===== config.mk =====
export PLATFORM = sky130hd
export DESIGN_NAME = block_cache_lru_directory
export DESIGN_NICKNAME = d
export VERILOG_FILES = /design/src/rtl/core/bclru_pkg.sv /design/src/rtl/core/bclru_ctrl.sv /design/src/rtl/core/bclru_dpath.sv /design/src/rtl/core/block_cache_lru_directory.sv
export VERILOG_INCLUDE_DIRS = /design/src /design/src/rtl/core
export SDC_FILE = /design/constraint.sdc
export NUM_CORES = 2
export LEC_CHECK = 0
export ABC_AREA = 0
export BUFFER_PORTS_ARGS = -buffer_cell sky130_fd_sc_hd__buf_2
export CAP_MARGIN = 15
export CORE_UTILIZATION = 57
export CTS_CLUSTER_DIAMETER = 40
export DETAILED_ROUTE_END_ITERATION = 10
export MAX_ROUTING_LAYER = met4
export PLACE_DENSITY_LB_ADDON = 0.3
export SYNTH_ARGS = -nofsm -noshare
export SYNTH_HDL_FRONTEND = slang
export SYNTH_SLANG_ARGS = --single-unit

===== constraint.sdc =====
create_clock -name i_clk -period 4.15 [get_ports i_clk]
set_input_delay 0.83 -clock i_clk [delete_from_list [all_inputs] [get_ports i_clk]]
set_output_delay 0.83 -clock i_clk [all_outputs]
set_load 0.02 [all_outputs]

===== src/rtl/core/block_cache_lru_directory_macros.svh =====
// Assertion helpers shared by the directory modules.
`ifndef BLOCK_CACHE_LRU_DIRECTORY_MACROS_SVH
`define BLOCK_CACHE_LRU_DIRECTORY_MACROS_SVH

// Same-cycle implication, disabled while in reset.
`define BCLRU_ASSERT_IMPL(label, clk, rst_n, ante, cons) \
    label: assert property (@(posedge clk) disable iff (!rst_n) (ante) |-> (cons)) \
        else $error("bclru assertion failed");

// Next-cycle implication, disabled while in reset.
`define BCLRU_ASSERT_NEXT(label, clk, rst_n, ante, cons) \
    label: assert property (@(posedge clk) disable iff (!rst_n) (ante) |=> (cons)) \
        else $error("bclru assertion failed");

`endif


===== src/rtl/core/bclru_pkg.sv =====
`timescale 1ns / 1ps
// ----------------------------------------------------------------------------
// bclru_pkg
// Types and constants of the block cache LRU directory.
// ----------------------------------------------------------------------------
package bclru_pkg;

    localparam int SLOT_W  = 6;
    localparam int STAMP_W = 32;
    localparam int TAG_W   = 32;

    localparam logic [SLOT_W-1:0] SLOT_NONE = 6'd63;

    localparam logic [2:0] REQ_LOOKUP       = 3'd0;
    localparam logic [2:0] REQ_START_READ   = 3'd1;
    localparam logic [2:0] REQ_FINISH_READ  = 3'd2;
    localparam logic [2:0] REQ_FIND_LRU     = 3'd3;
    localparam logic [2:0] REQ_FIND_MRU     = 3'd4;
    localparam logic [2:0] REQ_START_WRITE  = 3'd5;
    localparam logic [2:0] REQ_FINISH_WRITE = 3'd6;

    typedef struct packed {
        logic [2:0]  req_type;
        logic [7:0]  ark_number;
        logic [23:0] block_number;
        logic [4:0]  entry_index;
        logic        read_ok;
        logic        only_unwritten;
        logic        store_accepts;
    } t_req;

    typedef struct packed {
        logic       found;
        logic [4:0] entry;
        logic       status;
    } t_rsp;

    // controller -> datapath
    typedef struct packed {
        logic              load;     // latch request, reset accumulators
        logic              rd;       // scan read issue
        logic [SLOT_W-1:0] rd_addr;
        logic              commit;   // apply updates, load result
    } t_cmd;

    // datapath -> controller
    typedef struct packed {
        logic out_free;
    } t_sts;

endpackage


===== src/rtl/core/bclru_ctrl.sv =====
`timescale 1ns / 1ps
// ----------------------------------------------------------------------------
// bclru_ctrl
// Sequencer: accepts a request, sweeps the entries for searching requests,
// then commits the result when the output register is free.
// ----------------------------------------------------------------------------
`include "block_cache_lru_directory_macros.svh"

module bclru_ctrl #(
    parameter int NUM_ENTRIES = 19
) (
    input  logic            i_clk,
    input  logic            i_rst_n,
    input  logic            i_in_valid,
    input  logic [2:0]      i_req_type,
    output logic            o_in_ready,
    input  bclru_pkg::t_sts i_sts,
    output bclru_pkg::t_cmd o_cmd
);

    localparam int IDX_W = $clog2(NUM_ENTRIES);
    localparam logic [IDX_W-1:0] IDX_LAST = IDX_W'(NUM_ENTRIES - 1);

    localparam logic [1:0] S_IDLE = 2'd0;
    localparam logic [1:0] S_SCAN = 2'd1;
    localparam logic [1:0] S_WAIT = 2'd2;
    localparam logic [1:0] S_DONE = 2'd3;

    logic [1:0]       r_state, n_state;
    logic [IDX_W-1:0] r_idx, n_idx;
    logic             accept;
    logic             needs_scan;

    assign o_in_ready = (r_state == S_IDLE);
    assign accept     = i_in_valid && o_in_ready;

    always_comb begin
        case (i_req_type) inside
            bclru_pkg::REQ_LOOKUP, bclru_pkg::REQ_FIND_LRU,
            bclru_pkg::REQ_FIND_MRU, bclru_pkg::REQ_START_WRITE: needs_scan = 1'b1;
            default: needs_scan = 1'b0;
        endcase
    end

    always_comb begin
        n_state        = r_state;
        n_idx          = r_idx;
        o_cmd.load     = 1'b0;
        o_cmd.rd       = 1'b0;
        o_cmd.rd_addr  = bclru_pkg::SLOT_W'(r_idx);
        o_cmd.commit   = 1'b0;
        unique case (r_state)
            S_IDLE: begin
                if (accept) begin
                    o_cmd.load = 1'b1;
                    n_idx      = '0;
                    n_state    = needs_scan ? S_SCAN : S_DONE;
                end
            end
            S_SCAN: begin
                o_cmd.rd = 1'b1;
                if (r_idx == IDX_LAST) begin
                    n_state = S_WAIT;
                end else begin
                    n_idx = r_idx + IDX_W'(1);
                end
            end
            S_WAIT: begin
                n_state = S_DONE;
            end
            S_DONE: begin
                if (i_sts.out_free) begin
                    o_cmd.commit = 1'b1;
                    n_state      = S_IDLE;
                end
            end
            default: n_state = S_IDLE;
        endcase
    end

    always_ff @(posedge i_clk) begin
        if (!i_rst_n) begin
            r_state <= S_IDLE;
            r_idx   <= '0;
        end else begin
            r_state <= n_state;
            r_idx   <= n_idx;
        end
    end

    `BCLRU_ASSERT_IMPL(a_scan_range, i_clk, i_rst_n, r_state == S_SCAN, r_idx <= IDX_LAST)
    `BCLRU_ASSERT_NEXT(a_done_stall, i_clk, i_rst_n, r_state == S_DONE && !i_sts.out_free, r_state == S_DONE)

endmodule


===== src/rtl/core/bclru_dpath.sv =====
`timescale 1ns / 1ps
// ----------------------------------------------------------------------------
// bclru_dpath
// Directory storage, scan compare stage, slot registers, stamp counter and
// output register.
// ----------------------------------------------------------------------------
`include "block_cache_lru_directory_macros.svh"

module bclru_dpath #(
    parameter int NUM_ENTRIES = 19
) (
    input  logic            i_clk,
    input  logic            i_rst_n,
    input  bclru_pkg::t_req i_req,
    input  bclru_pkg::t_cmd i_cmd,
    output bclru_pkg::t_sts o_sts,
    output logic            o_out_valid,
    input  logic            i_out_ready,
    output bclru_pkg::t_rsp o_out_data
);

    localparam int IDX_W  = $clog2(NUM_ENTRIES);
    localparam int SLOT_W = bclru_pkg::SLOT_W;
    localparam int ST_W   = bclru_pkg::STAMP_W;
    localparam logic [SLOT_W-1:0] NUM_SLOT = SLOT_W'(NUM_ENTRIES);

    // tag and stamp memories; entries not yet written read as reset values
    logic [bclru_pkg::TAG_W-1:0] mem_tag   [NUM_ENTRIES];
    logic [ST_W-1:0]             mem_stamp [NUM_ENTRIES];

    logic [NUM_ENTRIES-1:0] r_tag_vld, r_stamp_vld, r_written;
    logic [ST_W-1:0]        r_cnt, n_cnt;
    logic [SLOT_W-1:0]      r_rd_slot, r_wr_slot;
    bclru_pkg::t_req        r_req;

    logic [bclru_pkg::TAG_W-1:0] r_rd_tag;
    logic [ST_W-1:0]             r_rd_stamp;
    logic                        r_p_vld;
    logic [IDX_W-1:0]            r_p_idx;

    logic [ST_W-1:0]  r_best;
    logic [IDX_W-1:0] r_sel;
    logic             r_sel_vld;

    logic            r_out_vld;
    bclru_pkg::t_rsp r_out;

    // compare stage
    logic [SLOT_W-1:0] p_slot;
    logic [ST_W-1:0]   stamp_e;
    logic              tag_hit, only_unw, lru_skip, lru_take, mru_take, refuse_mark;

    // commit decode
    logic [SLOT_W-1:0] rq_slot, sel_slot;
    logic [IDX_W-1:0]  rq_idx;
    logic              rq_ok;
    bclru_pkg::t_rsp   rsp;
    logic              ref_en, tag_we, tag_set, tag_clr, wr_set, wr_clr;
    logic [IDX_W-1:0]  ref_idx;
    logic              set_rd, clr_rd, set_wr, clr_wr;

    assign o_sts.out_free = !r_out_vld || i_out_ready;
    assign o_out_valid    = r_out_vld;
    assign o_out_data     = r_out;

    assign p_slot   = SLOT_W'(r_p_idx);
    assign stamp_e  = r_stamp_vld[r_p_idx] ? r_rd_stamp : ST_W'(r_p_idx) + ST_W'(1);
    assign tag_hit  = r_tag_vld[r_p_idx] &&
                      (r_rd_tag == {r_req.ark_number, r_req.block_number});
    assign only_unw = (r_req.req_type == bclru_pkg::REQ_FIND_LRU) ? r_req.only_unwritten
                                                                  : 1'b1;
    assign lru_skip = (p_slot == r_rd_slot) || (p_slot == r_wr_slot) ||
                      (only_unw && r_written[r_p_idx]);
    assign lru_take = !lru_skip && (stamp_e < r_best);
    assign mru_take = (r_p_idx == '0) || (stamp_e > r_best);
    // refused write-back: every unwritten candidate gets marked written
    assign refuse_mark = r_p_vld && (r_req.req_type == bclru_pkg::REQ_START_WRITE) &&
                         (r_wr_slot == bclru_pkg::SLOT_NONE) && !r_req.store_accepts &&
                         !lru_skip && (stamp_e < r_cnt);

    assign n_cnt    = (r_cnt == '1) ? r_cnt : r_cnt + ST_W'(1);
    assign rq_slot  = {1'b0, r_req.entry_index};
    assign rq_idx   = rq_slot[IDX_W-1:0];
    assign rq_ok    = rq_slot < NUM_SLOT;
    assign sel_slot = SLOT_W'(r_sel);

    always_comb begin
        rsp     = '0;
        ref_en  = 1'b0;
        ref_idx = r_sel;
        tag_we  = 1'b0;
        tag_set = 1'b0;
        tag_clr = 1'b0;
        wr_set  = 1'b0;
        wr_clr  = 1'b0;
        set_rd  = 1'b0;
        clr_rd  = 1'b0;
        set_wr  = 1'b0;
        clr_wr  = 1'b0;
        unique case (r_req.req_type)
            bclru_pkg::REQ_LOOKUP: begin
                if (r_sel_vld && (sel_slot != r_rd_slot)) begin
                    ref_en    = 1'b1;
                    rsp.found = 1'b1;
                    rsp.entry = sel_slot[4:0];
                end
            end
            bclru_pkg::REQ_START_READ: begin
                ref_idx = rq_idx;
                if (rq_ok) begin
                    if (r_req.read_ok) begin
                        tag_we    = 1'b1;
                        tag_set   = 1'b1;
                        wr_clr    = 1'b1;
                        ref_en    = 1'b1;
                        set_rd    = 1'b1;
                        rsp.found = 1'b1;
                        rsp.entry = r_req.entry_index;
                    end else begin
                        tag_clr = 1'b1;
                        wr_set  = 1'b1;
                        clr_rd  = 1'b1;
                    end
                end
            end
            bclru_pkg::REQ_FINISH_READ: begin
                rsp.found = (r_rd_slot != bclru_pkg::SLOT_NONE);
                rsp.entry = rsp.found ? r_rd_slot[4:0] : 5'd0;
                clr_rd    = 1'b1;
            end
            bclru_pkg::REQ_FIND_LRU: begin
                rsp.found = r_sel_vld;
                rsp.entry = r_sel_vld ? sel_slot[4:0] : 5'd0;
            end
            bclru_pkg::REQ_FIND_MRU: begin
                rsp.found = 1'b1;
                rsp.entry = sel_slot[4:0];
            end
            bclru_pkg::REQ_START_WRITE: begin
                if (r_wr_slot != bclru_pkg::SLOT_NONE) begin
                    rsp.status = 1'b1;
                end else if (r_sel_vld && r_req.store_accepts) begin
                    wr_set    = 1'b1;
                    set_wr    = 1'b1;
                    rsp.found = 1'b1;
                    rsp.entry = sel_slot[4:0];
                end
            end
            bclru_pkg::REQ_FINISH_WRITE: begin
                rsp.found = (r_wr_slot != bclru_pkg::SLOT_NONE);
                rsp.entry = rsp.found ? r_wr_slot[4:0] : 5'd0;
                clr_wr    = 1'b1;
            end
            default: rsp = '0;
        endcase
    end

    // memories
    always_ff @(posedge i_clk) begin
        if (i_cmd.commit && tag_we) begin
            mem_tag[rq_idx] <= {r_req.ark_number, r_req.block_number};
        end
        if (i_cmd.commit && ref_en) begin
            mem_stamp[ref_idx] <= n_cnt;
        end
        if (i_cmd.rd) begin
            r_rd_tag   <= mem_tag[i_cmd.rd_addr[IDX_W-1:0]];
            r_rd_stamp <= mem_stamp[i_cmd.rd_addr[IDX_W-1:0]];
        end
    end

    // payload registers
    always_ff @(posedge i_clk) begin
        r_p_idx <= i_cmd.rd_addr[IDX_W-1:0];
        if (i_cmd.load) begin
            r_req <= i_req;
        end
        if (i_cmd.commit) begin
            r_out <= rsp;
        end
    end

    // control and directory state
    always_ff @(posedge i_clk) begin
        if (!i_rst_n) begin
            r_tag_vld   <= '0;
            r_stamp_vld <= '0;
            r_written   <= '1;
            r_cnt       <= ST_W'(NUM_ENTRIES);
            r_rd_slot   <= bclru_pkg::SLOT_NONE;
            r_wr_slot   <= bclru_pkg::SLOT_NONE;
            r_p_vld     <= 1'b0;
            r_best      <= '0;
            r_sel       <= '0;
            r_sel_vld   <= 1'b0;
            r_out_vld   <= 1'b0;
        end else begin
            r_p_vld <= i_cmd.rd;

            if (i_cmd.load) begin
                r_best    <= r_cnt;
                r_sel     <= '0;
                r_sel_vld <= 1'b0;
            end else if (r_p_vld) begin
                case (r_req.req_type) inside
                    bclru_pkg::REQ_LOOKUP: begin
                        if (tag_hit && !r_sel_vld) begin
                            r_sel     <= r_p_idx;
                            r_sel_vld <= 1'b1;
                        end
                    end
                    bclru_pkg::REQ_FIND_LRU, bclru_pkg::REQ_START_WRITE: begin
                        if (lru_take) begin
                            r_best    <= stamp_e;
                            r_sel     <= r_p_idx;
                            r_sel_vld <= 1'b1;
                        end
                    end
                    bclru_pkg::REQ_FIND_MRU: begin
                        if (mru_take) begin
                            r_best    <= stamp_e;
                            r_sel     <= r_p_idx;
                            r_sel_vld <= 1'b1;
                        end
                    end
                    default: ;
                endcase
            end

            if (refuse_mark) begin
                r_written[r_p_idx] <= 1'b1;
            end

            if (i_cmd.commit) begin
                if (ref_en) begin
                    r_cnt                <= n_cnt;
                    r_stamp_vld[ref_idx] <= 1'b1;
                end
                if (tag_set) r_tag_vld[rq_idx] <= 1'b1;
                if (tag_clr) r_tag_vld[rq_idx] <= 1'b0;
                if (wr_clr)  r_written[rq_idx] <= 1'b0;
                if (wr_set && (r_req.req_type == bclru_pkg::REQ_START_WRITE)) begin
                    r_written[r_sel] <= 1'b1;
                end else if (wr_set) begin
                    r_written[rq_idx] <= 1'b1;
                end
                if (set_rd) r_rd_slot <= rq_slot;
                if (clr_rd) r_rd_slot <= bclru_pkg::SLOT_NONE;
                if (set_wr) r_wr_slot <= sel_slot;
                if (clr_wr) r_wr_slot <= bclru_pkg::SLOT_NONE;
            end

            if (i_cmd.commit) begin
                r_out_vld <= 1'b1;
            end else if (i_out_ready) begin
                r_out_vld <= 1'b0;
            end
        end
    end

    `BCLRU_ASSERT_IMPL(a_rd_slot_range, i_clk, i_rst_n, 1'b1, r_rd_slot == bclru_pkg::SLOT_NONE || r_rd_slot < NUM_SLOT)
    `BCLRU_ASSERT_NEXT(a_finish_read, i_clk, i_rst_n, i_cmd.commit && r_req.req_type == bclru_pkg::REQ_FINISH_READ, r_rd_slot == bclru_pkg::SLOT_NONE)
    `BCLRU_ASSERT_IMPL(a_commit_free, i_clk, i_rst_n, i_cmd.commit, !r_out_vld || i_out_ready)

endmodule


===== src/rtl/core/block_cache_lru_directory.sv =====
`timescale 1ns / 1ps
// ----------------------------------------------------------------------------
// block_cache_lru_directory
// Directory of a fully associative block cache with timestamp LRU.
// ----------------------------------------------------------------------------
// Usage:
//   Requests enter on i_in_valid/o_in_ready with i_in_data; one response per
//   request leaves on o_out_valid/i_out_ready with o_out_data.
//   One request is in flight at a time. Lookup, find LRU, find MRU and start
//   write sweep the tag/stamp memories one entry per cycle through a single
//   read port, then pass through a wait state to the commit state. Start read,
//   finish read, finish write and unknown types go from acceptance straight
//   to the commit state. o_in_ready returns high in the cycle the response
//   appears; the block cannot take a new request before then.
//   The response sits in an output register; the block takes the next request
//   while it waits, and only holds off the following commit until the
//   receiver drains it.
//   Reset is immediate: per-entry valid bits make every entry read as its
//   reset tag and stamp, no clearing pass is needed.
// ----------------------------------------------------------------------------
module block_cache_lru_directory #(
    parameter int NUM_ENTRIES = 19
) (
    input  logic            i_clk,
    input  logic            i_rst_n,
    input  logic            i_in_valid,
    output logic            o_in_ready,
    input  bclru_pkg::t_req i_in_data,
    output logic            o_out_valid,
    input  logic            i_out_ready,
    output bclru_pkg::t_rsp o_out_data
);

    bclru_pkg::t_cmd cmd;
    bclru_pkg::t_sts sts;

    bclru_ctrl #(
        .NUM_ENTRIES (NUM_ENTRIES)
    ) u_ctrl (
        .i_clk      (i_clk),
        .i_rst_n    (i_rst_n),
        .i_in_valid (i_in_valid),
        .i_req_type (i_in_data.req_type),
        .o_in_ready (o_in_ready),
        .i_sts      (sts),
        .o_cmd      (cmd)
    );

    bclru_dpath #(
        .NUM_ENTRIES (NUM_ENTRIES)
    ) u_dpath (
        .i_clk       (i_clk),
        .i_rst_n     (i_rst_n),
        .i_req       (i_in_data),
        .i_cmd       (cmd),
        .o_sts       (sts),
        .o_out_valid (o_out_valid),
        .i_out_ready (i_out_ready),
        .o_out_data  (o_out_data)
    );

endmodule

Yosys cells after proc, flatten, opt, wreduce, memory -nomap -nowiden
Memories as Yosys holds them, arrays and structs flattened. A register that Yosys moved wholly into a read port is not among the register bits.
Index checks and enable logic that the tools add are counted.
{ "word_totals": {"register_bits": 203, "mem_bits_rw": 1216, "input_bits": 47, "output_inout_bits": 9, "elab_cells": 226, "memories": 2} }
{ "op_classes": {"add_sub_neg": 3, "order_cmp": 12, "eq_ne": 29, "n_mux": 97, "n_bitwise": 9, "reduce_logical": 50} }
{ "mem_list": {"columns": ["memory", "words", "width", "rd", "rd_clocked_by_memory_dff", "wr", "line_no", "text"], "rows": [
  ["u_dpath.mem_stamp", 19, 32, 1, 1, 1, "bclru_dpath.sv:29", "logic [ST_W-1:0] mem_stamp [NUM_ENTRIES];"],
  ["u_dpath.mem_tag", 19, 32, 1, 1, 1, "bclru_dpath.sv:28", "logic [bclru_pkg::TAG_W-1:0] mem_tag [NUM_ENTRIES];"]
]} }
{ "ops": {"columns": ["op", "n"], "rows": [
  ["2-to-1 mux 32 bit", 9],
  ["2-to-1 mux 19 bit", 12],
  ["OR 19 bit", 5],
  ["less-than comparator 32 bit", 2],
  ["2-to-1 mux 5 bit", 12],
  ["2-to-1 mux 6 bit", 9],
  ["case mux 6 bit (7 select lines)", 1],
  ["AND 19 bit", 2],
  ["2-to-1 mux 1 bit", 38],
  ["adder 32 x 1 -> 32 bit, second input constant", 1],
  ["== test 32 bit", 1],
  ["== test 32 bit, second input constant", 1],
  ["> comparator 32 bit", 1],
  ["less-than comparator 5 x 6 -> 1 bit, second input constant", 4],
  ["demux 1 bit (select 5 bit)", 4],
  [">= comparator 5 x 1 -> 1 bit, second input constant", 4],
  ["logical AND 1 bit", 19],
  ["inverter 19 bit", 1],
  ["binary-select mux 1 bit (select 5 bit)", 3],
  ["== test 3 bit, second input constant", 5],
  ["== test 5 x 6 -> 1 bit", 2],
  ["inequality test 6 bit, second input constant", 2],
  ["nonzero test 3 bit", 4],
  ["inequality test 2 bit, second input constant", 5],
  ["other kinds (29)", 53]
]} }

Logic depth before layout (Yosys ltp)
{ "logic_depth": {"word_depth": 17, "ltp_mapped": 20, "mapped_depth_nobuf": 15} }

Modules after synthesis
A second synthesis with hierarchy kept.
{ "unflattened": {"hier_cells": 3366, "area_unflattened_um2": 60439.2} }
{ "modules_own_cells": {"columns": ["mod", "n_inst", "cells_each", "area_per_inst_um2", "seq_area_each_um2"], "rows": [
  ["bclru_dpath", 1, 3308, 59903.7, 42861.1],
  ["bclru_ctrl", 1, 58, 535.5, 140.1]
]} }

Least setup slack after synthesis
OpenSTA, ideal clock, no wires.
{ "synth_timing": {"path_type": "reg2reg", "from": "register u_dpath.r_p_idx[0]", "to": "register u_dpath.r_best[11]", "setup_time_ns": 0.132, "arrival_ns": 3.982, "required_ns": 4.018, "setup_slack_ns": 0.036, "path_stages_with_launch": 18, "path_buffers": 4, "period_less_slack_ns": 4.114, "cell_sequence": "dfxtp_1 buf_6 mux4_2 a22oi_1 nand3_2 clkbuf_1 and2_1 ha_1 nand4_1 or2_2 or4_1 o21a_1 o31a_1 a22o_1 buf_4 buf_6 mux2i_1 a21oi_1"} }
{ "synth_between": {"elab_chain_len": 9, "elab_cells_between_ends": 27, "cone_classes": "1 x add/sub; 2 x order compare; 3 x eq/ne; 12 x mux; 9 x reduce/logical"} }
{ "synth_rtl": {"columns": ["element", "line_no", "text"], "rows": [
  ["start: declaration", "bclru_dpath.sv:39", "logic [IDX_W-1:0] r_p_idx;"],
  ["start signal: assignment", "bclru_dpath.sv:174", "r_p_idx <= i_cmd.rd_addr[IDX_W-1:0];"],
  ["parallel branches: the longest is 9 deep, another holds less-than comparator 32 bit", null, null],
  ["end signal: assignment", "bclru_dpath.sv:201", "r_best <= r_cnt;"],
  ["end signal: assignment", "bclru_dpath.sv:214", "r_best <= stamp_e;"],
  ["end signal: assignment", "bclru_dpath.sv:221", "r_best <= stamp_e;"],
  ["end: declaration", "bclru_dpath.sv:41", "logic [ST_W-1:0] r_best;"]
]} }
Several ways; the timed one is not identified. The select of a mux whose other input is x is not followed.
A chain may end at the register's enable or synchronous reset.

Worst setup path after layout
{ "layout_timing": {"from": "register u_dpath.r_p_idx[0]", "to": "register u_dpath.r_best[10]"} }
The elaborated chain is that of the path after synthesis.

==> metrics.yaml <==
clocking:
  numCtsBuffers: 170
  cts_tree: "built"
  clockRootBuffer: "clkbuf_16"
  clock-sinks: 1483
  clk_latency_ps: 790
  cts_buffer_depth: 3
  htreeDepth: 4
  clkTransAtPathRegs_ps: 60
yosys:
  ys_seq_area_share_pct: 71.40
  synthTopCellsByCount: "1330 x edfxtp_1, 325 x mux4_2, 158 x nand2_1"
  async_flop_share_pct: 0
  ys_seq_elements: 1483
  ys_dominant_reg_cell: "edfxtp_1"
  synth_top_area_share_pct: 66.32
  synth-edff-count: 1330
  syn-cell-area_um2: 60220
  syn_area_per_cell_um2: 18.16
  synth_largest_area_cell: "edfxtp_1"
  synth_most_common_cell: "edfxtp_1"
  syn-instance-count: 3316
  synth_area_leaders: "edfxtp_1 66%, mux4_2 12%, dfxtp_1 5.1%"
  synthesis.nets: 3437
  yosys.cell_types.count: 77
  yosysWarningCount: 0
power:
  p_leak_nw: 22.74
  vdd_drop_max_uv: 439.4
  powerDensity_nw_per_um2: 510.1
  finalPower_mw: 35.80
routing:
  num_vias: 32690
  drtIter0Drc: 3655
  wl_per_cell_um: 29.47
  postRouteAntennaNets: 0
  drc: 0
  firstDrtPassIters: 7
  wl_um: 149800
  via_per_inst: 6.433
timing:
  skew_ps: 53.08
  post-route-period-util_pct: 99.53
  drv_slew: 0
  layout_setup_ws_ps: 19.69
  setup_viol: 0
  relSlewSlack_pct: 19.36
  fmax_mhz: 242.1
  rsz0062_at_grt: "true"
  finalHoldViolCount: 0
  min_period_ps: 4130
  worst_pin_slew_ps: 1179
  fin_tns_setup_ps: 0
global_route:
  grt_use_total_pct: 29.05
  grt_pass1_wl_um: 219300
  grt-ovfl-total: 0
  first_global_vias: 33150
  antenna_found_initial: 0
  grt_max_degree: 86
floorplanning:
  row_count: 118
  fp.dieH_um: 327.0
  chipWidth_um: 327.0
  start_util_pct: 57.86
  coreArea_um2: 104100
  io_pins: 56
  dieArea_um2: 107000
worst_setup_path:
  endpoint_kind: "register"
  path_cells: "buf_6 > mux4_2 > a22oi_2 > nand3_4 > buf_12 > and2_1 > ha_4 > nand4_1 > or2_4 > or4_4 > o21a_1 > o31a_1 > a22o_4 > buf_12 > mux2i_2 > a21oi_1"
  crit_family: "simple AND/OR/NAND/NOR gates"
  required_ps: 4770
  cp_max_fo: 8
  critPathBufInv: 3
  cp.arrival_ps: 4750
  start_kind: "register"
  worstSetupPathType: "register to register"
  cpMaxStageDelayCell: "or4_4"
  crit_top_cell: "buf_12"
  max_stage_delay_ps: 520
flow_run:
  maxCapViolCount: 0
status:
  status: "complete, no violations"
finish:
  fin_cells: 5082
  layout.nets: 3683
  diodes: 0
  fill_cells: 6579
  area_delta_synth_final_pct: 16.54
  drive_gt1_share_pct: 28.69
placed_design:
  dp_hpwl_um: 82840
  dpl.cell_count: 4750
  io_buffers: 55
  dpl_worst_slack_ps: -124.6
  place_congestion: 0.8869
min_path:
  hold_path_class: "input port to register"
-- routing by layer --
layer / vias to the layer above / share of wire (%) / track usage [%]
li1: 13820 / - / -
met1: 17110 / 41 / 39.11
met2: 1485 / 50 / 46.37
met3: 274 / 6.7 / 4.160
met4: 0 / 2.8 / 9.072
met5: - / 0 / -
-- cell usage in the layout (no fill, tap or decap), types with 25 or more instances in the layout --
cell / instances
edfxtp_1: 1330
mux4_2: 327
clkbuf_16: 173
nand2_1: 156
buf_4: 149
dfxtp_1: 146
o21ai_0: 137
mux2i_1: 106
xnor2_1: 91
inv_1: 85
mux2_2: 69
ha_1: 54
buf_2: 54
a21oi_1: 53
nand3_1: 47
buf_12: 46
nor3_1: 42
nor2_4: 39
nand4_1: 37
nor2_1: 37
and2_1: 37
o21a_1: 25
clkbuf_1: 25
-- what timing repair did --
| item | in CTS | in global routing |
|---|---|---|
| resized for setup | 26 | 49 |
| buffers inserted | 2 | 5 |
| pin swaps | 9 | 32 |
| cloned | 2 | 4 |
| setup endpoints to repair | 35 | 57 |
| hold buffers | 0 | 0 |
-- kinds of logic (layout without fill, tap and decap cells) --
kind of cell             count (synthesis)  after routing  share of synthesized area [%]
multiplexers                           508            508                          15.46
AO/OA/AOI/OAI                          364            364                          3.977
AND/OR/NAND/NOR                        510            510                          4.284
buffers and inverters                  273            659                          1.830
XOR/XNOR                               104            104                          1.512
flip-flops                            1483           1483                          71.40
adder cells (fa/ha/maj)                 74             74                          1.537
-- sequential cells by signal, indices dropped and copies added, names as in the netlist --
name	count
u_dpath.rq_idx	5
u_dpath.r_p_idx	5
u_dpath.mem_tag	608
u_dpath.r_p_vld	1
u_dpath.r_rd_tag	32
u_dpath.r_cnt	32
u_dpath.r_rd_slot	6
u_dpath.r_tag_vld	19
u_dpath.o_out_valid	1
u_dpath.r_rd_stamp	32
u_ctrl.r_state	2
u_dpath.r_written	19
u_dpath.mem_stamp	608
u_dpath.o_out_data	7
u_dpath.r_sel	5
u_dpath.r_sel_vld	1
u_ctrl.r_idx	5
u_dpath.r_stamp_vld	19
u_dpath.r_wr_slot	6
u_dpath.r_req	38
u_dpath.r_best	32
-- final timing paths --
kind                           start                       to  slack (ps)  cells after the start
min reg2reg  u_dpath.r_stamp_vld[18]  u_dpath.r_stamp_vld[18]         470                      1
min                     i_in_data[7]        u_dpath.rq_idx[4]         210                      1
max               u_dpath.r_p_idx[0]       u_dpath.r_best[10]          20                     16
max reg2reg       u_dpath.r_p_idx[0]       u_dpath.r_best[10]          20                     16
-- layout make-up --
cell class | instances | area [um2] | share of cell area [%]
Clock inverter | 115 | 1380 | 1.966
Tap cell | 1380 | 1727 | 2.460
Multi-Input combinational cell | 1560 | 16830 | 23.99
Clock buffer | 197 | 4375 | 6.234
Inverter | 87 | 326.6 | 0.4653
Sequential cell | 1483 | 43030 | 61.30
Timing Repair Buffer | 260 | 2515 | 3.583
-- worst reg2reg max path: cells and delay by family (launching register included) --
| kind | cells | cell delay [ps] |
|---|---|---|
| compound gates | 5 | 920 |
| mux | 2 | 680 |
| flops | 1 | 370 |
| buf+inv | 3 | 460 |
| fa+ha+maj | 1 | 280 |
| simple gates | 5 | 1270 |
-- per-stage QoR --
| stage | cell area (um2) | utilization (%) | hold WS (ps) |
|---|---|---|---|
| floorplan | 60220 | - | 329.0 |
| global placement | 63730 | 61.22 | 441.5 |
| detailed placement | 63730 | 61.22 | 449.2 |
| CTS | 69660 | 66.92 | 156.3 |
| global route | 70180 | 67.43 | 184.7 |
| finish | 70180 | 67.43 | 211.0 |
-- power breakdown --
group,internal (mW),switching [mW]
Combinational,1.54,1.76
Sequential,16.9,0.539
Clock,8.81,6.27
Note: power is estimated with default switching activity, not from simulation.
